===== src/rtl/rk3o_mul.sv =====
// Shared signed 33 by 33 multiplier with a registered product.
module rk3o_mul (
  input  logic               clk,
  input  logic signed [32:0] a,
  input  logic signed [32:0] b,
  output logic signed [65:0] prod_r
);

  always_ff @(posedge clk) begin
    prod_r <= a * b;
  end

endmodule


===== config.mk =====
export PLATFORM = sky130hd
export DESIGN_NAME = rk3o_mul
export DESIGN_NICKNAME = d
export VERILOG_FILES = /design/src/rtl/rk3o_mul.sv
export SDC_FILE = /design/constraint.sdc
export NUM_CORES = 2
export LEC_CHECK = 0
export BUFFER_PORTS_ARGS = -buffer_cell sky130_fd_sc_hd__buf_2
export CORE_ASPECT_RATIO = 0.9
export CORE_MARGIN = 2
export CORE_UTILIZATION = 24
export CTS_BUF_LIST = sky130_fd_sc_hd__clkbuf_4 sky130_fd_sc_hd__clkbuf_8
export CTS_CLUSTER_DIAMETER = 60
export DETAILED_ROUTE_END_ITERATION = 6
export PLACE_DENSITY = 0.45
export SLEW_MARGIN = 10
export SYNTH_ARGS = -nofsm -noshare
export SYNTH_HDL_FRONTEND = slang
export SYNTH_SLANG_ARGS = --single-unit
export TNS_END_PERCENT = 100

===== constraint.sdc =====
create_clock -name clk -period 20.5 [get_ports clk]
set_input_delay 3.075 -clock clk [delete_from_list [all_inputs] [get_ports clk]]
set_output_delay 3.075 -clock clk [all_outputs]
set_load 0.02 [all_outputs]

Word-level counts from Yosys, hierarchy flattened. Cells that the tools add are included. Widths: inputs -> output; s select.

Register bits: 66. Output and inout port bits: 66. Bits of input ports: 67.

$mul: 1.

Operator list (number): $mul 33x33->66 (1).

Longest topological paths before layout.
Depth after elaboration: 1. Depth in mapped cells: 27. Gate-level depth less buffers: 26.

Worst setup path before layout. No wires, ideal clock.

Kind: input -> register. Start point: input port a[32]. End point: register prod_r[62]. Stages: 23. Path buffers: 2. Setup time: 0.079 ns. Setup slack: 10.189 ns. Data arrival time: 10.232 ns. Path through: clkbuf_1 -> nand2_1 -> inv_1 -> fa_1 -> fa_1 -> fa_1 -> fa_1 -> fa_1 -> fa_1 -> fa_1 -> inv_1 -> fa_1 -> inv_1 -> ha_1 -> clkbuf_1 -> and3_1 -> nand3_1 -> nand2b_1 -> a2111oi_4 -> a211oi_4 -> a21o_2 -> a21o_1 -> a211oi_2.

Word-level cells in the longest chain between the ends: 1.

RTL lines: start: declaration (line 4) `input logic signed [32:0] a,`; $mul 33x33->66 (line 10) `prod_r <= a * b;`; end signal: assignment (line 10); end: declaration (line 6) `output logic signed [65:0] prod_r`.

No other way between the ends.

Worst setup path after layout.
Start point: input port b[4]. End point: register prod_r[64].

Word-level cells in the longest chain between the ends: 1.

RTL lines: start: declaration (line 5) `input logic signed [32:0] b,`; $mul 33x33->66 (line 10).

No other way between the ends.

==> metrics.yaml <==
die-area_sq_um: 173000
num_vias: 27900
clk_pin_slew_worst_paths_ns: 0.12
tightest_slew_ns: 1.11
wirelength_mm: 124
path_max_fanout: 33
synth_flop_cell: "dfxtp_1"
hold_viol: 0
min_from: "b[0]"
fin_cells: 6552
synth_top_area_share_pct: 56.3
synth_seq_area_share_pct: 3.24
synthArstFlopShare_pct: 0
arrival_ns: 11.84
hold_end: "prod_r[0]"
ctsHoldBuffers: 0
worstSetupPathType: "primary input to flop"
avgSynthCellArea_sq_um: 9.39
yosys_warnings: 0
final.min_clock_period_ns: 11.39
cts_buffers: 9
ant_nets: 0
synth_enable_flop_cells: 0
cts_root_buf: "clkbuf_8"
rsz0062_at_grt: "no"
grt_pass1_vias: 31300
vias_per_cell: 4.25
final_nets: 5724
track_usage_pct: 15.0
status: "finished clean"
drive_gt1_share_pct: 5.12
fp.dieH_microns: 395
largest_register_ffs: 66
synth.top_cells.by_count: "1,145 x fa_1, 1,131 x inv_1, 562 x and2_1, 551 x nand2_1, 217 x ha_1"
hp-class: "primary input to flop"
synth_fp_nets: 5767
crit_start: "b[4]"
clockBufferDepth: 2
dp_cells: 6531
start_util_pct: 24.1
io_pins: 133
routedWlPerCell_microns: 18.9
die_width_microns: 438
port-buffer-count: 132
synth_most_common_cell: "fa_1"
tns_ns: 0
drt_pass1_iterations: 6
max_freq_mhz: 87.8
drt_iter0_drc: 1225
setup_viol_count_final: 0
largest-register: "prod_r"
reg_top3: "prod_r (66)"
ys_types: 80
finalCritPeriodShare_pct: 55.5
netlist_area_sq_um: 40700
htreeDepth: 3
grt-ovfl-total: 0
final_util_pct: 26.0
gp_congestion: 0.820
tritoncts: "done"
ys_ff_latch: 66
syn_inst: 4338
cp.required_ns: 20.95
cts_resized: 0
relSlewSlack_pct: 25.3
placementRows: 143
place.detailed.hpwl_mm: 101
drc: 0
area_growth_pct: 7.61
synthTopCellsByArea: "fa_1 56%, inv_1 10%, and2_1 8.6%, ha_1 6.7%, nand2_1 5.1%"
slew_viol_final: 0
yosysTopAreaCell: "fa_1"
end_kind: "flop"
cts_setup_buffers: 0
cts.sinks: 66
hold_depth: 3
core-area_sq_um: 169000
grt_first_pass_wirelength_mm: 195
cp-start-kind: "primary input"
antenna_found_initial: 11
grt_max_degree: 34
cap_violations: 0
-- stage by stage --
step	hold slack [ns]	area (sq um)	setup WS, ns
after detailed placement	3.49	43600	8.55
after CTS	3.10	43800	9.14
after floorplan	3.20	40700	10.19
final	3.14	43800	9.11
after global routing	3.15	43800	8.69
after global placement	3.49	43600	8.45
-- final cells by class --
type,instances,area [sq um]
clock inverters,4,51.3
clock buffers,12,153
flip-flops and latches,66,1320
fillers,18200,125000
multi-input cells,2920,34300
diodes,5,12.5
repair buffers,167,923
inverters,1131,4250
well taps,2247,2810
-- cells by family (layout without fill, tap and decap cells) --
| group | after synthesis | in the layout | share of synthesized area, % |
|---|---|---|---|
| xor+xnor | 68 | 68 | 1.46 |
| buf+inv | 1352 | 1314 | 12.5 |
| simple gates | 1271 | 1271 | 15.8 |
| compound gates | 219 | 219 | 4.07 |
| flops | 66 | 66 | 3.24 |
| other cells | 0 | 5 | 0 |
| fa+ha+maj | 1362 | 1362 | 62.9 |
-- layout by cell type (no fill, tap or decap), drive strengths merged, types with 6 or more instances in the layout --
cell type  instances
fa              1145
inv             1131
and2             563
nand2            551
ha               217
buf              167
nor2              68
dfxtp             66
a21oi             61
xnor2             43
a21o              38
o21ai             33
nand3             26
xor2              25
nand2b            12
nand4             12
clkbuf            12
o21bai            11
a211oi            11
a31oi              9
nor3               7
o31ai              7
o21a               6
a211o              6
and3               6
-- worst max-delay path, cell delays in order --
cell,delay (ns)
buf_2,0.73
and2_1,0.30
fa_1,0.48
fa_1,0.50
fa_1,0.94
fa_1,0.57
fa_1,0.50
fa_1,0.49
fa_1,0.52
inv_1,0.05
fa_1,0.47
inv_1,0.04
ha_1,0.40
nand3_1,0.25
nor2_1,0.37
nand2_1,0.18
nor3_1,0.77
o311ai_4,0.41
nand3_2,0.34
a211oi_1,0.11
a311oi_1,0.26
-- metal layers --
metal / wire, microns / up-vias / track usage (%)
met5: 0 / - / 0
met4: 2010 / 0 / 3.02
met3: 4010 / 90 / 1.34
met2: 64600 / 507 / 26.7
met1: 53500 / 15000 / 19.7
li1: - / 12200 / -
-- worst max-delay path by stage --
stage,end,slack (ns),cells past startpoint
finish,prod_r[64],9.11,21
global route,prod_r[59],8.69,21
CTS,prod_r[63],9.14,21
detailed placement,prod_r[59],8.55,21
global placement,prod_r[63],8.45,21
floorplan,prod_r[62],10.19,23
Power is not shown: default switching activity piles up to over one toggle a cycle in this logic, so the estimate is an artifact.
