--- config.mk ---
export PLATFORM = sky130hd
export DESIGN_NAME = rk3o_div6
export DESIGN_NICKNAME = d
export VERILOG_FILES = /design/src/rtl/rk3o_div6.sv
export SDC_FILE = /design/constraint.sdc
export NUM_CORES = 1
export LEC_CHECK = 0
export ABC_AREA = 1
export BUFFER_PORTS_ARGS = -buffer_cell sky130_fd_sc_hd__buf_4
export CORE_ASPECT_RATIO = 0.8
export CORE_MARGIN = 1
export CORE_UTILIZATION = 35
export CTS_BUF_LIST = sky130_fd_sc_hd__clkbuf_8
export DETAILED_ROUTE_END_ITERATION = 10
export PLACE_DENSITY = 0.55
export REMOVE_ABC_BUFFERS = 1
export SLEW_MARGIN = 20
export SYNTH_ARGS = -nofsm -noshare
export SYNTH_HDL_FRONTEND = slang
export SYNTH_SLANG_ARGS = --single-unit
export TNS_END_PERCENT = 30
--- constraint.sdc ---
create_clock -name clk -period 8.7 [get_ports clk]
set_clock_uncertainty 0.2 [all_clocks]
set_input_delay 0 -clock clk [delete_from_list [all_inputs] [get_ports clk]]
set_output_delay 0 -clock clk [all_outputs]
set_load 0.01 [all_outputs]
--- src/rtl/rk3o_div6.sv ---
// Signed division by six, truncating toward zero, by a registered halving and a registered reciprocal multiply.
module rk3o_div6 (
  input  logic               clk,
  input  logic               rst_n,
  input  logic               start,
  input  logic signed [35:0] dividend,
  output logic               done_r,
  output logic signed [35:0] quotient
);

  // The halved magnitude is at most 1.5 * 2^32, so ceil(2^34 / 3) gives exact thirds.
  localparam logic [32:0] RECIP3 = 33'd5726623062;

  logic        busy_r;
  logic        neg_r;
  logic [32:0] half_r;
  logic [31:0] mq_r;
  logic [35:0] mag;
  logic [65:0] prod;

  always_comb begin
    mag  = dividend[35] ? 36'(-dividend) : 36'(dividend);
    prod = 66'(half_r) * 66'(RECIP3);
  end

  assign quotient = neg_r ? -$signed({4'd0, mq_r}) : $signed({4'd0, mq_r});

  always_ff @(posedge clk) begin
    if (!rst_n) begin
      busy_r <= 1'b0;
      done_r <= 1'b0;
    end else begin
      busy_r <= start;
      done_r <= busy_r;
      if (start) begin
        neg_r  <= dividend[35];
        half_r <= mag[33:1];
      end
      if (busy_r) begin
        mq_r <= prod[65:34];
      end
    end
  end

endmodule

=== Word-level counts from Yosys, hierarchy flattened ===
Cells that the tools add are included.

* Register bits after elaboration: 68
* Input bits: 39
* Output and inout port bits: 37

* Add/sub/neg operators: 2
* Multiply operators: 1
* Mux-type cells: 2
* Reduce and logical (&&, ||, !) cells: 2

{| class="wikitable"
|+ Operator list
! operator !! count
|-
| multiplier 33 x 32 -> 65 bit, second input constant || 1
|-
| two-way mux 36 bit || 1
|-
| negation 32 -> 36 bit || 1
|-
| two-way mux 34 bit || 1
|-
| negation 34 bit || 1
|-
| AND reduction 2 bit || 2
|}

=== Depth between registers and ports, before layout ===
Gate-level depths: netlist of run 1.

* Word-level depth: 2
* Depth in mapped cells: 32
* Gate-level depth less buffers: 31

=== Worst setup path before layout of run 1 ===
OpenSTA, ideal clock, no wires.

* Path kind: flip-flop to flip-flop
* From: reg half_r[6]
* To: reg mq_r[24], data pin
* Setup time: 0.252 ns
* Arrival: 5.926 ns
* Slack: 2.321 ns
* Cell stages (with the launch flop): 30
* Path buffers: 0
* Path through: edfxtp_1 -> ha_1 -> xnor2_1 -> inv_1 -> ha_1 -> nor2_1 -> inv_1 -> fa_1 -> inv_1 -> fa_1 -> inv_1 -> fa_1 -> fa_1 -> fa_1 -> inv_1 -> fa_1 -> inv_1 -> ha_1 -> nand2_1 -> inv_1 -> a21oi_1 -> inv_1 -> nand2_1 -> nand2_1 -> inv_1 -> nand3_1 -> nand3_1 -> nand2_1 -> nand2_1 -> nand2_1

* Word-level cells in the longest chain between the ends: 1

{| class="wikitable"
|+ Ends and longest elaborated chain
! what !! RTL line !! source
|-
| start, declared || 16 || <nowiki>logic [32:0] half_r;</nowiki>
|-
| start signal, assigned || 37 || <nowiki>half_r <= mag[33:1];</nowiki>
|-
| multiplier 33 x 32 -> 65 bit || 23 || <nowiki>prod = 66'(half_r) * 66'(RECIP3);</nowiki>
|-
| named net prod[58] || 19 || <nowiki>logic [65:0] prod;</nowiki>
|-
| end signal, assigned || 40 || <nowiki>mq_r <= prod[65:34];</nowiki>
|-
| end, declared || 17 || <nowiki>logic [31:0] mq_r;</nowiki>
|}

The timed path passes the listed nets, and every way through them passes these cells.
A chain may end at the register's enable or synchronous reset.

=== Worst setup path in the final report of run 1 ===
* From: reg half_r[10]
* To: reg mq_r[30], data pin

Same word-level chain as after synthesis.

==> flow_summary_export.csv, run 1 <==
group,metric,value,unit
run_status,status,"completed",
floorplan,die-width,288,um
routing,route.met3.wl,6560,um
critical_path,reg2reg_slack,1060,ps
critical_path,critPathLaunchType,"register",
global_route,grt_pass1_wl,112000,um
clocking,clockRootBuffer,"clkbuf_8",
routing,viasPerCell,4.71,
logic_synthesis,ys_top_cells_by_area,"fa_1 (32%), ha_1 (20%), inv_1 (13%), nand2_1 (9.2%), edfxtp_1 (8.7%)",
finish,nets,3753,
run,drv_cap,0,
logic_synthesis,muxShareOfSynthArea,0,
logic_synthesis,synth-xor-area-share,0.0357,
critical_path,rr_startpoint,"half_r[10]$_DFFE_PP_",
critical_path,cp.arrival,7600,ps
finish,final-seq-area,2020,um^2
finish,drive_gt1_frac,0.0560,
logic_synthesis,synth-seq-cells,68,
logic_synthesis,synth_seq_area_share,0.0886,
logic_synthesis,ys.flop_type,"edfxtp_1",
sta,period_minus_slack,7640,ps
floorplan,row_count,83,
finish,multiInputGateArea,17600,um^2
floorplan,ios,76,
logic_synthesis,yosysTopAreaCellShare,0.320,
worst_hold_path,hold_depth,7,
logic_synthesis,synth-simple-area-share,0.171,
global_route,grt_pass1_vias,18600,
routing,firstDrtPassIters,5,
critical_path,crit_required,8660,ps
critical_path,critPathMaxFanout,8,
clocking,clock_latency,400,ps
logic_synthesis,synth_top_family_by_area,"adder cells",
routing,drc_errors,0,
finish,final_cells,3832,
clocking,cts_setup_buffers,0,
sta,fin_tns_setup,0,ps
clocking,path_clk_slew,70,ps
clocking,ctsResizeCount,0,
logic_synthesis,synth_cells,2836,
sta,setup_viol,0,
critical_path,timing.rr.end,"mq_r[30]$_DFFE_PP_",
worst_hold_path,worstHoldStart,"dividend[0]",
logic_synthesis,netlist_area,22800,um^2
floorplan,coreArea,64300,um^2
finish,postLayoutCellArea,25300,um^2
logic_synthesis,synthArstFlopShare,0,
clocking,hold_buffers,60,
sta,final-hold-violation-count,0,
clocking,cts_tree,"yes",
logic_synthesis,yosys_warnings,0,
sta,fin_crit_sh,0.878,
placed_design,placed_area,24500,um^2
routing,routed-wl-met2,29100,um
global_route,overflow,0,
logic_synthesis,yosysUniqueCellTypes,42,
finish,antenna_cells,0,
placed_design,placed_cells,3757,
finish,post-route-util,0.394,
routing,drt_first_iter_violations,1424,
routing,met1Wirelength,35000,um
routing,wl_per_cell,18.7,um
placed_design,dp_hpwl,65100,um
logic_synthesis,synth_compound_area_frac,0.0427,
clocking,clkSinkCount,68,
routing,routed.top_layer,"met4",
global_route,grt_max_degree,35,
floorplan,die_h,230,um
critical_path,crit_type,"reg -> reg",
floorplan,initial_utilization,0.355,
global_route,antenna_found_initial,1,
worst_hold_path,whs_endpoint,"half_r[12]$_DFFE_PP_",
sta,worst_pin_slew,807,ps
logic_synthesis,ys_top_cells_by_count,"inv_1 (820), nand2_1 (562), ha_1 (371)",
worst_hold_path,hp-class,"in -> reg",
finish,fillers,6653,
clocking,cts_buffer_depth,2,
clocking,cts_buffers,9,
sta,fmax,131,MHz
floorplan,die_area,66300,um^2
logic_synthesis,synth_fa_ha_area_frac,0.523,
sta,maxSlewHeadroom,0.460,
logic_synthesis,synth_edf_count,66,
global_route,grt.total_usage,0.229,
finish,syn_to_final_growth,10.8,%
routing,drt.antenna.violating_nets,0,
logic_synthesis,syn_area_per_cell,8.05,um^2
clocking,h-tree-depth,3,
logic_synthesis,yosysTopAreaCell,"fa_1",
routing,vias,18000,
routing,wl,71700,um
sta,maxSlewViolCount,0,
placed_design,io_buffers,74,
critical_path,rr_worst_depth,25,
logic_synthesis,synth_most_common_cell,"inv_1",
sta,rsz0062_at_grt,"no",
placed_design,gp_congestion,0.984,
critical_path,endpoint_kind,"register",
-- cell type report --
cell class | instances | area share
multi-input cells | 1927 | 0.697
well taps | 850 | 0.0420
repair buffers | 142 | 0.0481
clock inverters | 6 | 0.00450
flip-flops and latches | 68 | 0.0799
inverters | 830 | 0.123
clock buffers | 9 | 0.00490
-- logic make-up (layout without fill, tap and decap cells) --
kind of cell,after synthesis,count (layout)
flops,68,68
fa+ha+maj,736,736
compound gates,175,175
xor+xnor,93,93
simple gates,923,923
buf+inv,841,987
-- state kept, by name, indices dropped and copies added, names as in the netlist --
name / flops
half_r: 33
mq_r: 32
busy_r: 1
done_r: 1
neg_r: 1
-- metrics by stage --
stage | setup WS [ps] | hold WS (ps)
3_3_place_gp | 1160 | 11.2
4_1_cts | 1120 | 91.0
2_1_floorplan | 2320 | -101
3_5_place_dp | 1140 | 15.4
6_report | 1060 | 136
5_1_grt | 702 | 194
-- worst max-delay path by stage --
stage | startpoint | slack [ps] | end | cells after the start
final | half_r[10]$_DFFE_PP_ | 1060 | mq_r[30]$_DFFE_PP_ | 25
after global routing | half_r[10]$_DFFE_PP_ | 700 | mq_r[26]$_DFFE_PP_ | 25
after CTS | half_r[9]$_DFFE_PP_ | 1120 | mq_r[7]$_DFFE_PP_ | 26
after detailed placement | half_r[11]$_DFFE_PP_ | 1140 | mq_r[7]$_DFFE_PP_ | 26
after global placement | half_r[9]$_DFFE_PP_ | 1160 | mq_r[7]$_DFFE_PP_ | 26
after floorplan | half_r[6]$_DFFE_PP_ | 2320 | mq_r[24]$_DFFE_PP_ | 29
-- routing by layer --
layer | up-vias | track usage
met3 | 49 | 0.0565
met5 | - | 0
met4 | 0 | 0.0424
met2 | 539 | 0.329
li1 | 8788 | -
met1 | 8662 | 0.345
-- layout by cell type (no fill, tap or decap), types with 3 or more instances in the layout --
cell           count
nor2_4             3
fa_1             365
inv_1            820
buf_4             82
a21o_1             8
bufinv_16          3
a21oi_1           84
xnor2_1           32
or2_2             12
o21bai_1          12
o21a_1             4
clkbuf_8           9
nand2_2            8
xor2_1            61
dlygate4sd3_1     60
nor4_2             3
o21ai_0           51
o21ai_1            5
a31oi_1            3
nor2_2            11
nand2_1          562
nand3_1           84
nand3_2            4
nor2_1           178
nand4_1           17
ha_1             371
inv_2             10
edfxtp_1          66
nor3_1            21
nor3_2            11
-- critical path: stages, from the launching register on --
cell      delay [ps]
edfxtp_1         640
ha_1             460
xnor2_1          420
inv_1            170
ha_1             220
nor2_1           400
fa_1             510
inv_1            100
fa_1             450
fa_1             560
inv_1             60
fa_1             530
inv_1             50
fa_1             470
ha_1             320
ha_1             430
a21oi_1          420
o21ai_0          230
nand2_1          100
nand2_1           70
inv_1             50
nand2_1           70
a21oi_1          250
nand2_1           90
nand2_1           60
nand2_1           50
Power of run 1 is left out: the tool's default activity adds up to more than one toggle a clock period on the data nets, which glitch-free logic cannot reach.
==> run 2, diff against run 1 <==
CORE_ASPECT_RATIO = 1.2   (was 0.8)
==> run 2 against run 1 <==
Net effect: cell area shrank 0.17%; core utilization shrank 0.25 points; non-clock buffer count shrank 3; die area is essentially flat.
==> flow_summary_export.csv, run 2 (same netlist as run 1, synthesis figures left out) <==
group,metric,value,unit
global_route,overflow,0,
finish,syn_to_final_growth,10.6,%
finish,final_cell_mix,"inv_1 (819), nand2_1 (562), ha_1 (371)",
critical_path,critPathLaunchType,"register",
sta,rsz0062_at_grt,"no",
clocking,clock_latency,410,ps
routing,drt_first_iter_violations,952,
sta,final-hold-violation-count,0,
critical_path,critPathMaxFanout,8,
global_route,grt_pass1_wl,109000,um
clocking,hold_buffers,59,
clocking,cts_buffer_depth,2,
critical_path,endpoint_kind,"register",
routing,drc_errors,0,
clocking,path_clk_slew,90,ps
global_route,grt_max_degree,35,
placed_design,dp_hpwl,62500,um
global_route,antenna_found_initial,1,
finish,top_register,"half_r",
clocking,cts_setup_buffers,0,
floorplan,row_count,102,
finish,drive_gt1_frac,0.0557,
run,drv_cap,0,
floorplan,die_area,66300,um^2
placed_design,io_buffers,74,
routing,drt.antenna.violating_nets,0,
placed_design,gp_congestion,0.966,
sta,maxSlewHeadroom,0.559,
floorplan,die_h,282,um
sta,maxSlewViolCount,0,
sta,period_minus_slack,7610,ps
sta,setup_viol,0,
floorplan,ios,76,
global_route,grt.total_usage,0.220,
clocking,cts_tree,"yes",
finish,nets,3750,
sta,fin_crit_sh,0.875,
routing,wl,69000,um
routing,viasPerCell,4.69,
floorplan,initial_utilization,0.354,
global_route,grt_pass1_vias,18900,
sta,fin_tns_setup,0,ps
worst_hold_path,hp-class,"in -> reg",
finish,largest_reg_flops,33,
run_status,status,"completed",
floorplan,coreArea,64600,um^2
sta,fmax,131,MHz
routing,wl_per_cell,18.1,um
critical_path,cp.arrival,7560,ps
sta,worst_pin_slew,660,ps
finish,final_common_cell,"inv_1",
routing,firstDrtPassIters,5,
critical_path,crit_type,"reg -> reg",
finish,reg_top3,"half_r x33, mq_r x32",
critical_path,crit_required,8650,ps
clocking,clockRootBuffer,"clkbuf_8",
clocking,cts_buffers,9,
clocking,h-tree-depth,3,
clocking,clkSinkCount,68,
floorplan,die-width,235,um
clocking,ctsResizeCount,0,
routing,vias,17900,
-- run 2: cell types whose count changed in the layout (fill, tap and decap cells not counted) --
cell / change
clkinv_2: +1
clkinv_1: +1
inv_1: -1
diode_2: +1
dlygate4sd3_1: -1
buf_4: -2
inv_2: +1
clkinvlp_4: -1
-- run 2: critical path: stages, from the launching register on --
cell	delay (ps)
edfxtp_1	630
ha_1	460
xnor2_1	270
inv_1	200
ha_1	220
nor2_1	330
fa_1	490
fa_1	560
inv_1	70
fa_1	520
fa_1	450
fa_1	570
inv_1	60
fa_1	670
inv_1	80
ha_1	330
nand2_1	110
inv_1	40
a21oi_1	190
o21ai_0	150
nand2_1	90
nand2_1	110
a21oi_1	310
nand2_1	90
nand2_1	70
nand2_1	70
-- run 2: path summary, 6_finish.rpt --
path	startpoint	end	slack, ps	cells after the start
worst max-delay path	half_r[14]$_DFFE_PP_	mq_r[25]$_DFFE_PP_	1090	25
worst min-delay path	dividend[0]	half_r[12]$_DFFE_PP_	100	7
worst max register to register	half_r[14]$_DFFE_PP_	mq_r[25]$_DFFE_PP_	1090	25
worst min register to register	busy_r$_SDFF_PN0_	done_r$_SDFF_PN0_	260	2
-- run 2: final cells by class --
cell class              instances  area (um^2)
fillers                      6841        39300
multi-input cells            1927        17600
inverters                     830         3120
flip-flops and latches         68         2020
repair buffers                139         1190
well taps                     832         1040
clock buffers                   9          124
clock inverters                 7          115
diodes                          1         2.50
-- run 2: through the flow --
stage                     hold slack (ps)  setup WS [ps]   util  cell area [um^2]  instances
after floorplan                      -101           2320      -             22800       2825
after CTS                            73.7           1210  0.391             25300       3812
after detailed placement             21.8           1240  0.378             24400       3737
final                                96.5           1090  0.391             25300       3813
after global routing                  138            783  0.391             25300       3813
after global placement               20.2           1280  0.378             24400       3737
-- run 2: metal layers --
metal / wire length, um / global-route usage / part of all wire / vias up
li1: - / - / - / 8773
met1: 30600 / 0.283 / 0.44 / 8717
met2: 34000 / 0.389 / 0.49 / 328
met3: 2550 / 0.0190 / 0.037 / 62
met4: 1900 / 0.0668 / 0.028 / 0
met5: 0 / 0 / 0 / -
Power of run 2 is left out for the same reason.
